--- config.mk ---
export PLATFORM = sky130hd
export DESIGN_NAME = grid_neighbor_mark_detector
export DESIGN_NICKNAME = d
export VERILOG_FILES = /design/src/rtl/gnmd_pkg.sv /design/src/rtl/gnmd_line_store.sv /design/src/rtl/gnmd_cell.sv /design/src/rtl/grid_neighbor_mark_detector.sv
export SDC_FILE = /design/constraint.sdc
export NUM_CORES = 2
export LEC_CHECK = 0
export BUFFER_PORTS_ARGS = -buffer_cell sky130_fd_sc_hd__buf_4
export CAP_MARGIN = 0
export CORE_UTILIZATION = 63
export DETAILED_ROUTE_END_ITERATION = 10
export GPL_ROUTABILITY_DRIVEN = 0
export PLACE_DENSITY_LB_ADDON = 0.25
export SLEW_MARGIN = 20
export SYNTH_ARGS = -nofsm -noshare
export SYNTH_HDL_FRONTEND = slang
export SYNTH_HIERARCHICAL = 1
export SYNTH_SLANG_ARGS = --single-unit
--- constraint.sdc ---
create_clock -name clk -period 38.4 [get_ports clk]
set_clock_uncertainty 0.1 [all_clocks]
set_input_delay 7.68 -clock clk [delete_from_list [all_inputs] [get_ports clk]]
set_output_delay 7.68 -clock clk [all_outputs]
set_load 0.01 [all_outputs]
--- src/rtl/gnmd_pkg.sv ---
// gnmd_pkg: sizes, cell codes, register map and shared types of the grid
// neighbor mark detector. No dependencies; imported by every module in rtl/.
`timescale 1ns / 1ps

package gnmd_pkg;

  // Grid limits
  localparam int MAX_COLS = 1024;
  localparam int MAX_ROWS = 1024;

  // Derived widths
  localparam int COL_W  = $clog2(MAX_COLS);      // line store address, column counter
  localparam int CCNT_W = $clog2(MAX_COLS + 1);  // a column count up to MAX_COLS
  localparam int ROW_W  = $clog2(MAX_ROWS + 3);  // row counter, stops at MAX_ROWS + 2
  localparam int CFG_W  = 11;                    // size registers
  localparam int HIT_W  = 10;                    // reported row / column
  localparam int VALUE_W = 4;                    // input digit
  localparam int CODE_W = 2;                     // cell code
  localparam int COLV_W = 3 * CODE_W;            // one window column: upper, middle, lower

  // Compare widths wide enough for both the registers and the limits
  localparam int ROW_CMP_W = ((ROW_W > CFG_W) ? ROW_W : CFG_W) + 1;
  localparam int COL_CMP_W = ((CCNT_W > CFG_W) ? CCNT_W : CFG_W) + 1;

  // Stream and register port widths
  localparam int IN_TDATA_W  = 8;
  localparam int OUT_TDATA_W = 24;
  localparam int APB_DW      = 32;
  localparam int APB_AW      = 3;
  localparam int REG_SEL_BIT = 2;

  // Register indexes (paddr bit REG_SEL_BIT)
  localparam logic REG_ROW_COUNT = 1'b0;
  localparam logic REG_COL_COUNT = 1'b1;

  // Reset values of the size registers
  localparam logic [CFG_W-1:0] ROW_COUNT_RST = 11'd1024;
  localparam logic [CFG_W-1:0] COL_COUNT_RST = 11'd1024;

  // Cell codes
  localparam logic [CODE_W-1:0] CODE_OTHER = 2'd0;
  localparam logic [CODE_W-1:0] CODE_ONE   = 2'd1;
  localparam logic [CODE_W-1:0] CODE_TWO   = 2'd2;

  // Input digits that map to a code of their own
  localparam logic [VALUE_W-1:0] DIGIT_ONE = 4'd1;
  localparam logic [VALUE_W-1:0] DIGIT_TWO = 4'd2;

  typedef logic [COLV_W-1:0] col_t;

  // One line store entry: codes of the same column two rows up and one row up
  typedef struct packed {
    logic [CODE_W-1:0] upper;
    logic [CODE_W-1:0] middle;
  } ls_entry_t;

  // Per-column status that a window cell reports to the decision logic
  typedef struct packed {
    logic two_up;
    logic two_mid;
    logic two_low;
    logic one_mid;
  } col_flags_t;

  // Column bits: [1:0] upper row, [3:2] middle row, [5:4] lower row
  function automatic col_flags_t col_flags(col_t c);
    col_flags_t f;
    f.two_up  = (c[1:0] == CODE_TWO);
    f.two_mid = (c[3:2] == CODE_TWO);
    f.two_low = (c[5:4] == CODE_TWO);
    f.one_mid = (c[3:2] == CODE_ONE);
    return f;
  endfunction

endpackage

--- src/rtl/gnmd_line_store.sv ---
// gnmd_line_store: the two line stores as one memory of upper/middle code
// pairs, with registered read, read-during-write forwarding and a clearing
// pass after reset. Depends on gnmd_pkg.
`timescale 1ns / 1ps

module gnmd_line_store (
  input  logic                      clk,
  input  logic                      rst_n,
  input  logic                      rd_en,
  input  logic [gnmd_pkg::COL_W-1:0] rd_addr,
  input  logic                      wr_en,
  input  logic [gnmd_pkg::COL_W-1:0] wr_addr,
  input  gnmd_pkg::ls_entry_t       wr_data,
  output gnmd_pkg::ls_entry_t       rd_data,
  output logic                      busy
);
  import gnmd_pkg::*;

  ls_entry_t        mem [MAX_COLS];
  ls_entry_t        rd_q_r;
  ls_entry_t        byp_data_r;
  logic             byp_r;
  logic             byp_nxt;
  logic             clr_busy_r;
  logic             clr_busy_nxt;
  logic [COL_W-1:0] clr_addr_r;
  logic [COL_W-1:0] clr_addr_nxt;
  logic             w_en;
  logic [COL_W-1:0] w_addr;
  ls_entry_t        w_data;

  // Clearing sweep, one entry per cycle
  always_comb begin
    clr_busy_nxt = clr_busy_r;
    clr_addr_nxt = clr_addr_r;
    if (clr_busy_r) begin
      clr_addr_nxt = clr_addr_r + 1'b1;
      if (clr_addr_r == COL_W'(MAX_COLS - 1)) begin
        clr_busy_nxt = 1'b0;
      end
    end
  end

  always_ff @(posedge clk) begin
    if (!rst_n) begin
      clr_busy_r <= 1'b1;
      clr_addr_r <= '0;
    end else begin
      clr_busy_r <= clr_busy_nxt;
      clr_addr_r <= clr_addr_nxt;
    end
  end

  // Write port: the sweep owns it while clearing
  always_comb begin
    w_en   = clr_busy_r | wr_en;
    w_addr = clr_busy_r ? clr_addr_r : wr_addr;
    w_data = clr_busy_r ? '0 : wr_data;
  end

  always_ff @(posedge clk) begin
    if (w_en) begin
      mem[w_addr] <= w_data;
    end
    if (rd_en) begin
      rd_q_r     <= mem[rd_addr];
      byp_data_r <= wr_data;
    end
  end

  // A read that meets a write to the same entry takes the new data
  assign byp_nxt = rd_en ? (wr_en && (wr_addr == rd_addr)) : byp_r;

  always_ff @(posedge clk) begin
    if (!rst_n) begin
      byp_r <= 1'b0;
    end else begin
      byp_r <= byp_nxt;
    end
  end

  assign rd_data = byp_r ? byp_data_r : rd_q_r;
  assign busy    = clr_busy_r;

endmodule

--- src/rtl/gnmd_cell.sv ---
// gnmd_cell: one column of the 3x3 window; takes its neighbor's column on
// each processed request and reports its code flags. Depends on gnmd_pkg.
`timescale 1ns / 1ps

module gnmd_cell (
  input  logic                   clk,
  input  logic                   rst_n,
  input  logic                   shift_en,
  input  gnmd_pkg::col_t         col_in,
  output gnmd_pkg::col_t         col_out,
  output gnmd_pkg::col_flags_t   flags
);
  import gnmd_pkg::*;

  col_t col_r;
  col_t col_nxt;

  // Load from the neighbor when the window moves
  assign col_nxt = shift_en ? col_in : col_r;

  always_ff @(posedge clk) begin
    if (!rst_n) begin
      col_r <= '0;
    end else begin
      col_r <= col_nxt;
    end
  end

  assign col_out = col_r;
  assign flags   = col_flags(col_r);

endmodule

--- src/rtl/grid_neighbor_mark_detector.sv ---
// grid_neighbor_mark_detector: top level; size registers, scan counters,
// decision stage and output register. Depends on gnmd_pkg, gnmd_line_store
// and gnmd_cell.
`timescale 1ns / 1ps

// Grid cells stream in raster order, one request per clock while not stalled;
// request number p (grid cells and flush requests alike) decides the cell at
// raster position p - (col_count + 1), so col_count + 1 flush requests
// (in_tuser = 1) after the grid finish the last row. A cell of value 1 with a
// 2 anywhere in its edge-clipped 3x3 neighborhood is reported as its row and
// column; other requests give no result. A result passes through the decision
// stage register and the output register to out_*. The line store (one read
// and one write per cycle) and the two-column cell chain take a new request
// every cycle, so the sustained rate is one request per clock while out_* is
// not held by out_tready. After reset a clearing pass zeroes the line store,
// and in_tready stays low until it ends. Change row_count and col_count only
// while no request is in flight.

module grid_neighbor_mark_detector (
  input  logic        clk,
  input  logic        rst_n,
  // input stream
  input  logic        in_tvalid,
  output logic        in_tready,
  input  logic [7:0]  in_tdata,   // [3:0] cell_value, [7:4] zero
  input  logic        in_tuser,   // [0] mode
  // result stream
  output logic        out_tvalid,
  input  logic        out_tready,
  output logic [23:0] out_tdata,  // [9:0] hit_row, [19:10] hit_col, [23:20] zero
  // register port
  input  logic        cfg_psel,
  input  logic        cfg_penable,
  input  logic        cfg_pwrite,
  input  logic [2:0]  cfg_paddr,
  input  logic [31:0] cfg_pwdata,
  output logic [31:0] cfg_prdata,
  output logic        cfg_pready
);
  import gnmd_pkg::*;

  // Size registers
  logic [CFG_W-1:0]     row_count_r, row_count_nxt;
  logic [CFG_W-1:0]     col_count_r, col_count_nxt;
  logic                 cfg_wr;
  logic                 cfg_sel;

  // Effective sizes
  logic [ROW_CMP_W-1:0] row_cnt_x;
  logic [ROW_CMP_W-1:0] rows;
  logic [COL_CMP_W-1:0] col_cnt_x;
  logic [COL_CMP_W-1:0] cols;

  // Scan counters
  logic [COL_W-1:0]     scan_col_r, scan_col_nxt;
  logic [ROW_W-1:0]     scan_row_r, scan_row_nxt;
  logic [COL_CMP_W-1:0] ic_p1;
  logic                 in_accept;
  logic [CODE_W-1:0]    in_code;

  // Decision stage
  logic                 s1_valid_r, s1_valid_nxt;
  logic [COL_W-1:0]     s1_ic_r;
  logic [ROW_W-1:0]     s1_row_r;
  logic [CODE_W-1:0]    s1_code_r;
  logic                 s1_fire;
  ls_entry_t            ls_rd;
  ls_entry_t            ls_wr;
  logic                 ls_busy;
  col_t                 new_col;
  col_t                 east_col;
  col_flags_t           east_f;
  col_flags_t           centre_f;
  col_flags_t           new_f;
  logic [ROW_CMP_W-1:0] srow;
  logic [COL_CMP_W-1:0] ic_x;
  logic                 ic_zero;
  logic                 a_ok, a_up, a_low, a_hit;
  logic                 b_ok, b_up, b_low, b_hit;
  logic                 hit;
  logic [HIT_W-1:0]     hit_row;
  logic [HIT_W-1:0]     hit_col;

  // Output register
  logic                 out_valid_r, out_valid_nxt;
  logic [HIT_W-1:0]     out_row_r;
  logic [HIT_W-1:0]     out_col_r;

  // A 2 in one column, rows outside the grid masked
  function automatic logic col_two(col_flags_t f, logic up_ok, logic low_ok);
    return (up_ok & f.two_up) | f.two_mid | (low_ok & f.two_low);
  endfunction

  // ---------------------------------------------------------------- registers
  assign cfg_pready = 1'b1;
  assign cfg_wr     = cfg_psel & cfg_penable & cfg_pwrite & cfg_pready;
  assign cfg_sel    = cfg_paddr[REG_SEL_BIT];

  always_comb begin
    row_count_nxt = row_count_r;
    col_count_nxt = col_count_r;
    if (cfg_wr) begin
      case (cfg_sel)
        REG_ROW_COUNT: row_count_nxt = cfg_pwdata[CFG_W-1:0];
        REG_COL_COUNT: col_count_nxt = cfg_pwdata[CFG_W-1:0];
        default: ;
      endcase
    end
  end

  always_comb begin
    case (cfg_sel)
      REG_ROW_COUNT: cfg_prdata = APB_DW'(row_count_r);
      REG_COL_COUNT: cfg_prdata = APB_DW'(col_count_r);
      default:       cfg_prdata = '0;
    endcase
  end

  always_ff @(posedge clk) begin
    if (!rst_n) begin
      row_count_r <= ROW_COUNT_RST;
      col_count_r <= COL_COUNT_RST;
    end else begin
      row_count_r <= row_count_nxt;
      col_count_r <= col_count_nxt;
    end
  end

  // Clamp the sizes; a column count of zero acts as one
  always_comb begin
    row_cnt_x = ROW_CMP_W'(row_count_r);
    rows      = (row_cnt_x > ROW_CMP_W'(MAX_ROWS)) ? ROW_CMP_W'(MAX_ROWS) : row_cnt_x;
    col_cnt_x = COL_CMP_W'(col_count_r);
    if (col_cnt_x == '0) begin
      cols = COL_CMP_W'(1);
    end else if (col_cnt_x > COL_CMP_W'(MAX_COLS)) begin
      cols = COL_CMP_W'(MAX_COLS);
    end else begin
      cols = col_cnt_x;
    end
  end

  // ------------------------------------------------------------ input side
  assign s1_fire   = s1_valid_r & (~out_valid_r | out_tready);
  assign in_tready = ~ls_busy & (~s1_valid_r | s1_fire);
  assign in_accept = in_tvalid & in_tready;

  // Flush requests and digits other than 1 and 2 enter as code 0
  always_comb begin
    in_code = CODE_OTHER;
    if (!in_tuser && (in_tdata[VALUE_W-1:0] inside {DIGIT_ONE, DIGIT_TWO})) begin
      in_code = in_tdata[CODE_W-1:0];
    end
  end

  // Raster position of the next request
  always_comb begin
    scan_col_nxt = scan_col_r;
    scan_row_nxt = scan_row_r;
    ic_p1        = COL_CMP_W'(scan_col_r) + COL_CMP_W'(1);
    if (in_accept) begin
      if (ic_p1 >= cols) begin
        scan_col_nxt = '0;
        if (scan_row_r < ROW_W'(MAX_ROWS + 2)) begin
          scan_row_nxt = scan_row_r + 1'b1;
        end
      end else begin
        scan_col_nxt = COL_W'(ic_p1);
      end
    end
  end

  always_ff @(posedge clk) begin
    if (!rst_n) begin
      scan_col_r <= '0;
      scan_row_r <= '0;
    end else begin
      scan_col_r <= scan_col_nxt;
      scan_row_r <= scan_row_nxt;
    end
  end

  // Decision stage holds one request while its line store read completes
  assign s1_valid_nxt = in_accept ? 1'b1 : (s1_fire ? 1'b0 : s1_valid_r);

  always_ff @(posedge clk) begin
    if (!rst_n) begin
      s1_valid_r <= 1'b0;
    end else begin
      s1_valid_r <= s1_valid_nxt;
    end
  end

  always_ff @(posedge clk) begin
    if (in_accept) begin
      s1_ic_r   <= scan_col_r;
      s1_row_r  <= scan_row_r;
      s1_code_r <= in_code;
    end
  end

  // ------------------------------------------------------------ line store
  // Each row moves down one store: middle becomes upper, the new code middle
  assign ls_wr.upper  = ls_rd.middle;
  assign ls_wr.middle = s1_code_r;

  gnmd_line_store u_line_store (
    .clk     (clk),
    .rst_n   (rst_n),
    .rd_en   (in_accept),
    .rd_addr (scan_col_r),
    .wr_en   (s1_fire),
    .wr_addr (s1_ic_r),
    .wr_data (ls_wr),
    .rd_data (ls_rd),
    .busy    (ls_busy)
  );

  // ------------------------------------------------------------ cell chain
  // New column enters the east cell, which hands its column to the centre
  // cell. The centre cell holds the leftmost window column; new_col is the rightmost.
  assign new_col = {s1_code_r, ls_rd.middle, ls_rd.upper};
  assign new_f   = col_flags(new_col);

  gnmd_cell u_cell_east (
    .clk      (clk),
    .rst_n    (rst_n),
    .shift_en (s1_fire),
    .col_in   (new_col),
    .col_out  (east_col),
    .flags    (east_f)
  );

  gnmd_cell u_cell_centre (
    .clk      (clk),
    .rst_n    (rst_n),
    .shift_en (s1_fire),
    .col_in   (east_col),
    .col_out  (),
    .flags    (centre_f)
  );

  // ------------------------------------------------------------ decision
  // Column 0: the last cell of the row before (east cell is its centre).
  // Other columns: the cell one column back (east cell again, after shift).
  always_comb begin
    srow    = ROW_CMP_W'(s1_row_r);
    ic_x    = COL_CMP_W'(s1_ic_r);
    ic_zero = (s1_ic_r == '0);

    a_ok  = (srow >= ROW_CMP_W'(2)) && ((srow - ROW_CMP_W'(2)) < rows);
    a_up  = (srow >= ROW_CMP_W'(3));
    a_low = ((srow - ROW_CMP_W'(1)) < rows);
    a_hit = a_ok && east_f.one_mid &&
            (col_two(east_f, a_up, a_low) ||
             ((cols >= COL_CMP_W'(2)) && col_two(centre_f, a_up, a_low)));

    b_ok  = (srow >= ROW_CMP_W'(1)) && ((srow - ROW_CMP_W'(1)) < rows) && (ic_x <= cols);
    b_up  = (srow >= ROW_CMP_W'(2));
    b_low = (srow < rows);
    b_hit = b_ok && east_f.one_mid &&
            (col_two(east_f, b_up, b_low) ||
             ((ic_x >= COL_CMP_W'(2)) && col_two(centre_f, b_up, b_low)) ||
             ((ic_x < cols) && col_two(new_f, b_up, b_low)));

    if (ic_zero) begin
      hit     = a_hit;
      hit_row = HIT_W'(srow - ROW_CMP_W'(2));
      hit_col = HIT_W'(cols - COL_CMP_W'(1));
    end else begin
      hit     = b_hit;
      hit_row = HIT_W'(srow - ROW_CMP_W'(1));
      hit_col = HIT_W'(ic_x - COL_CMP_W'(1));
    end
  end

  // ------------------------------------------------------------ output
  always_comb begin
    out_valid_nxt = out_valid_r;
    if (s1_fire) begin
      out_valid_nxt = hit;
    end else if (out_tready) begin
      out_valid_nxt = 1'b0;
    end
  end

  always_ff @(posedge clk) begin
    if (!rst_n) begin
      out_valid_r <= 1'b0;
    end else begin
      out_valid_r <= out_valid_nxt;
    end
  end

  always_ff @(posedge clk) begin
    if (s1_fire && hit) begin
      out_row_r <= hit_row;
      out_col_r <= hit_col;
    end
  end

  assign out_tvalid = out_valid_r;
  assign out_tdata  = OUT_TDATA_W'({out_col_r, out_row_r});

  // ------------------------------------------------------------ assertions
  // No request is taken while the line store is being cleared
  a_no_accept_clear: assert property (@(posedge clk) disable iff (!rst_n)
    ls_busy |-> !in_tready)
    else $error("request accepted during line store clear");

  // The decision stage is empty for the whole clearing pass
  a_s1_empty_clear: assert property (@(posedge clk) disable iff (!rst_n)
    ls_busy |-> !s1_valid_r)
    else $error("decision stage busy during line store clear");

  // A stalled decision stage keeps its request
  a_s1_hold: assert property (@(posedge clk) disable iff (!rst_n)
    (s1_valid_r && !s1_fire) |=>
      (s1_valid_r && $stable(s1_ic_r) && $stable(s1_row_r) && $stable(s1_code_r)))
    else $error("decision stage lost its request while stalled");

  // The window only moves when a request leaves the decision stage
  a_window_move: assert property (@(posedge clk) disable iff (!rst_n)
    !s1_fire |=> $stable(east_col))
    else $error("window moved without a request");

endmodule
== Yosys cells after proc, flatten, opt, wreduce, memory -nomap -nowiden ==
Memory sizes are Yosys's and may differ from the RTL's. A register that Yosys moved wholly into a read port is not among the register bits.
Cells that the tools add are included.
Storage, ports and cells
  register bits after elaboration: 116
  latch bits: 0
  RAM bits: 4096
  memory bits (read-only): 0
  input port bits: 51
  output and inout port bits: 59
  word-level logic and storage cells: 130
  memories: 1
Cells by class
  add/subtract/negate cells: 7
  multiply operators: 0
  div/mod/pow operators: 0
  magnitude comparators: 14
  eq/ne operators: 14
  shift operators: 0
  multiplexer cells: 19
  bitwise operators: 32
  reduce and logical (&&, ||, !) cells: 25
Memories
  u_line_store.mem: depth 1024, bits a word 4, rd ports 1, clocked after memory_dff 1, wr ports 1, line gnmd_line_store.sv:19  | ls_entry_t mem [MAX_COLS];
Operators by type and width (count)
  32-bit case mux with 2 select lines: 1
  10-bit 2-to-1 mux: 4
  11-bit by 2-bit >= comparator with 1-bit output (second input constant): 3
  11-bit 2-to-1 mux: 3
  12-bit by 11-bit less-than comparator with 1-bit output: 2
  11-bit > comparator (second input constant): 2
  10-bit by 1-bit subtractor with 10-bit output (second input constant): 2
  2-bit == test (second input constant): 9
  1-bit bitwise AND: 15
  1-bit logical AND: 13
  1-bit bitwise OR: 13
  11-bit by 1-bit subtractor with 12-bit output (second input constant): 1
  11-bit by 2-bit subtractor with 12-bit output (second input constant): 1
  10-bit by 1-bit adder with 11-bit output (second input constant): 1
  11-bit by 1-bit adder with 11-bit output (second input constant): 1
  11-bit by 1-bit >= comparator with 1-bit output (second input constant): 1
  11-bit >= comparator: 1
  10-bit by 11-bit <= comparator with 1-bit output: 1
  11-bit zero test: 1
  10-bit by 11-bit less-than comparator with 1-bit output: 1
  11-bit less-than comparator: 1
  11-bit less-than comparator (second input constant): 1
  10-bit by 1-bit adder with 10-bit output (second input constant): 1
  10-bit == test: 1
  14 further kinds: 31

== Depth between registers and ports, before layout ==
  word-level depth: 11
  depth in mapped cells: 15
  gate-level depth less buffers: 14

== Cells and area by module ==
Netlist, hierarchy kept.
By module, submodules not included
  gnmd_line_store: instances 1, cells each 8382, area each 163456.8 um2, sequential area each 123478.4 um2
  grid_neighbor_mark_detector: instances 1, cells each 631, area each 5750.5 um2, sequential area each 2192.1 um2
  gnmd_cell: instances 2, cells each 23, area each 254.0 um2, sequential area each 120.1 um2

== Worst setup path after synthesis ==
Ideal clock, no wire load.
  path kind: register -> register
  start: reg u_line_store.clr_busy_r, in the netlist u_line_store/busy
  end: mem u_line_store/mem[0][3] (netlist bit) (data pin)
  library setup time: 5.236 ns
  arrival: 25.853 ns
  setup slack: 7.211 ns
  stages on the path, launching flop included: 6
  path buffers: 4
  clock period less this slack: 31.189 ns
  cells stage by stage: dfxtp_1 > clkbuf_1 > clkbuf_1 > clkbuf_1 > clkbuf_1 > nor2b_1
RTL lines
  from (decl): line gnmd_line_store.sv:24  | logic clr_busy_r;
  from (signal assigned): line gnmd_line_store.sv:49  | clr_busy_r <= clr_busy_nxt;
  to (decl): line gnmd_line_store.sv:19

== Worst setup path in the final report ==
  start: in cfg_paddr[2]
  end: out cfg_prdata[9]
On the way
  word-level cells in the longest chain between the ends: 2
RTL lines
  from (decl): line grid_neighbor_mark_detector.sv:35  | input logic [2:0] cfg_paddr,
  1-bit NOT
  32-bit case mux with 2 select lines *: line grid_neighbor_mark_detector.sv:112  | case (cfg_sel)
  to (decl): line grid_neighbor_mark_detector.sv:37  | output logic [31:0] cfg_prdata,
Every way passes the cells marked *; elsewhere a longest branch is shown, timed or not. The select of a mux whose other input is x is not followed.

==> flow_summary.json <==
{
  "holdCritPathClass": "register to register",
  "drt_iter0_markers": 15141,
  "numCtsBuffers": 411,
  "rsz0062_at_grt": "no",
  "timing.hold.ws_ns": 0.342,
  "slew_viol_final": 0,
  "cts.sinks": 4216,
  "dp_hpwl_um": 264000,
  "post-place-ws_ns": 22.21,
  "root_buffer": "clkbuf_16",
  "critPathKind": "input port to output pin",
  "syn-cell-area_um2": 170000,
  "grt_pass1_vias": 91006,
  "setup_tns_ns": 0,
  "grt_max_degree": 244,
  "cts_setup_buffers": 0,
  "dieArea_um2": 271000,
  "cts_buffer_depth": 4,
  "coreArea_um2": 268000,
  "drc": 0,
  "endpoint_kind": "output pin",
  "h-tree-depth": 5,
  "worstPathArrival_ns": 8.41,
  "die_h_um": 521,
  "track_usage": 0.338,
  "cpMaxStageDelayCell": "mux2_2",
  "cts_tree": "yes",
  "cpMostUsedCell": "buf_4",
  "via_per_inst": 7.09,
  "start_kind": "input port",
  "drtAntennaViolNets": 0,
  "peakVddDrop_mv": 0.0417,
  "fin_crit_ns": 16.19,
  "crit_path_cell_trace": "buf_4 -> mux2_2 -> buf_4",
  "powerDensity_nw_per_um2": 48.4,
  "grt_overflow": 0,
  "placementRows": 190,
  "final.period_utilization": 0.422,
  "synthCells": 9058,
  "drt-pass1-iter-count": 7,
  "vias": 92249,
  "clk_pin_slew_ns": 0.06,
  "yosys_warnings": 6,
  "die-width_um": 521,
  "dpl_cell_area_um2": 173000,
  "drt-total-wl_um": 454000,
  "routedWlPerCell_um": 34.9,
  "start_util": 0.633,
  "ctsHoldBuffers": 0,
  "crit_path_max_fanout": 15,
  "synth_area_per_cell_um2": 18.7,
  "fin_total_pwr_uw": 9010,
  "area_growth_pct": 9.79,
  "finalHoldViolations": 0,
  "nNetsFinal": 9236,
  "io_buffers": 56,
  "critPathRequiredTime_ns": 30.62,
  "max_stage_delay_ns": 0.38,
  "post_cts_resized": 0,
  "stdcell_area_um2": 186000,
  "grt_pass1_wl_um": 649000,
  "cap_violations": 0,
  "drive_above_1_share": 0.194,
  "fmax_mhz": 61.7,
  "crit_family": "multiplexers",
  "leakagePower_uw": 0.0591,
  "outcome": "complete, no violations",
  "setup_violations": 0,
  "relSlewSlack": 0.143,
  "clk_latency_ns": 1.02,
  "worstMarginPinSlew_ns": 1.28,
  "crit_buf_inv": 2,
  "ios": 110,
  "antenna_found_initial": 32,
  "worst_slack_ns": 22.21
}
[flip-flops by register name (all words and copies together) (netlist names), 6 cells and up]
name and cells:
out_col_r 10, scan_col_r 10, s1_row_r 11, u_line_store/mem 4096, s1_ic_r 10, row_count_r 11
out_row_r 10, scan_row_r 11, u_cell_centre/col_out 6, col_count_r 11, u_cell_east/col_out 6, u_line_store/clr_addr_r 10
[metal layers]
layer	vias to the layer above	track usage	part of all wire
met3	1087	0.107	0.15
met1	47344	0.462	0.35
met5	-	0	0.00033
met4	22	0.151	0.048
met2	7021	0.504	0.46
li1	36775	-	-
[layout make-up]
type                            instances  area, um^2
Multi-Input combinational cell       4192       40300
Inverter                               31         131
Tap cell                             3552        4440
Antenna cell                           23        57.6
Timing Repair Buffer                  271        2290
Clock buffer                          488       10800
Fill cell                           15808       81600
Clock inverter                        243        2400
Sequential cell                      4216      126000
[worst register-to-register path, cell delays in order, from the launching register on]
cell and delay [ns]:
dfxtp_4 0.78, buf_12 0.52, buf_12 0.82, buf_4 0.66, buf_4 0.73, mux4_2 0.67
mux4_2 0.55, a22o_1 0.29, nor3_2 0.89, nor3_1 0.43, a22oi_1 0.28, nand4_1 0.68
[final timing paths]
kind	endpoint	from	cells after the start	slack [ns]
worst max-delay path	cfg_prdata[9]	cfg_paddr[2]	3	22.21
worst min-delay path	s1_row_r[10]$_DFFE_PP_	scan_row_r[10]$_SDFFE_PN0P_	0	0.34
worst max register to register	u_line_store/rd_q_r[2]$_DFFE_PP_	scan_col_r[0]$_SDFFE_PN0P_	11	30.46
worst min register to register	s1_row_r[10]$_DFFE_PP_	scan_row_r[10]$_SDFFE_PN0P_	0	0.34
[placed cells by master, fill, tap and decap left out, types with 22 or more instances in the layout]
cell type and n:
o21ai_0 106, clkinv_1 92, dfxtp_1 60, nor2_1 1129
buf_4 250, o221ai_1 168, a221oi_1 27, diode_2 23
ha_1 62, nor2b_1 32, inv_1 27, mux2i_1 488
mux4_2 842, xnor2_1 33, nand2_1 216, nor3_1 107
clkbuf_16 421, a21oi_1 179, edfxtp_1 4147, a31oi_1 22
a22oi_1 82, clkinv_2 80, o22ai_1 114, mux4_1 22
nand4_1 26, mux2_2 32, conb_1 26, a211oi_1 34
bufinv_16 48, nand3_1 69, clkbuf_1 65, xor2_1 25
[report_power, final]
part	leakage, uW	total [uW]	switching, uW	internal [uW]
clock network	0.00646	3990	1670	2320
logic	0.0109	47.3	38.9	8.31
registers	0.0417	4980	1.61	4980
total	0.0591	9010	1710	7300
[per-stage QoR]
step,utilization,cells
2_1_floorplan,-,9082
3_3_place_gp,0.646,12261
6_report,0.695,13016
4_1_cts,0.695,12992
5_1_grt,0.695,12994
3_5_place_dp,0.646,12261
No activity file was read; power rests on OpenSTA's default activity.
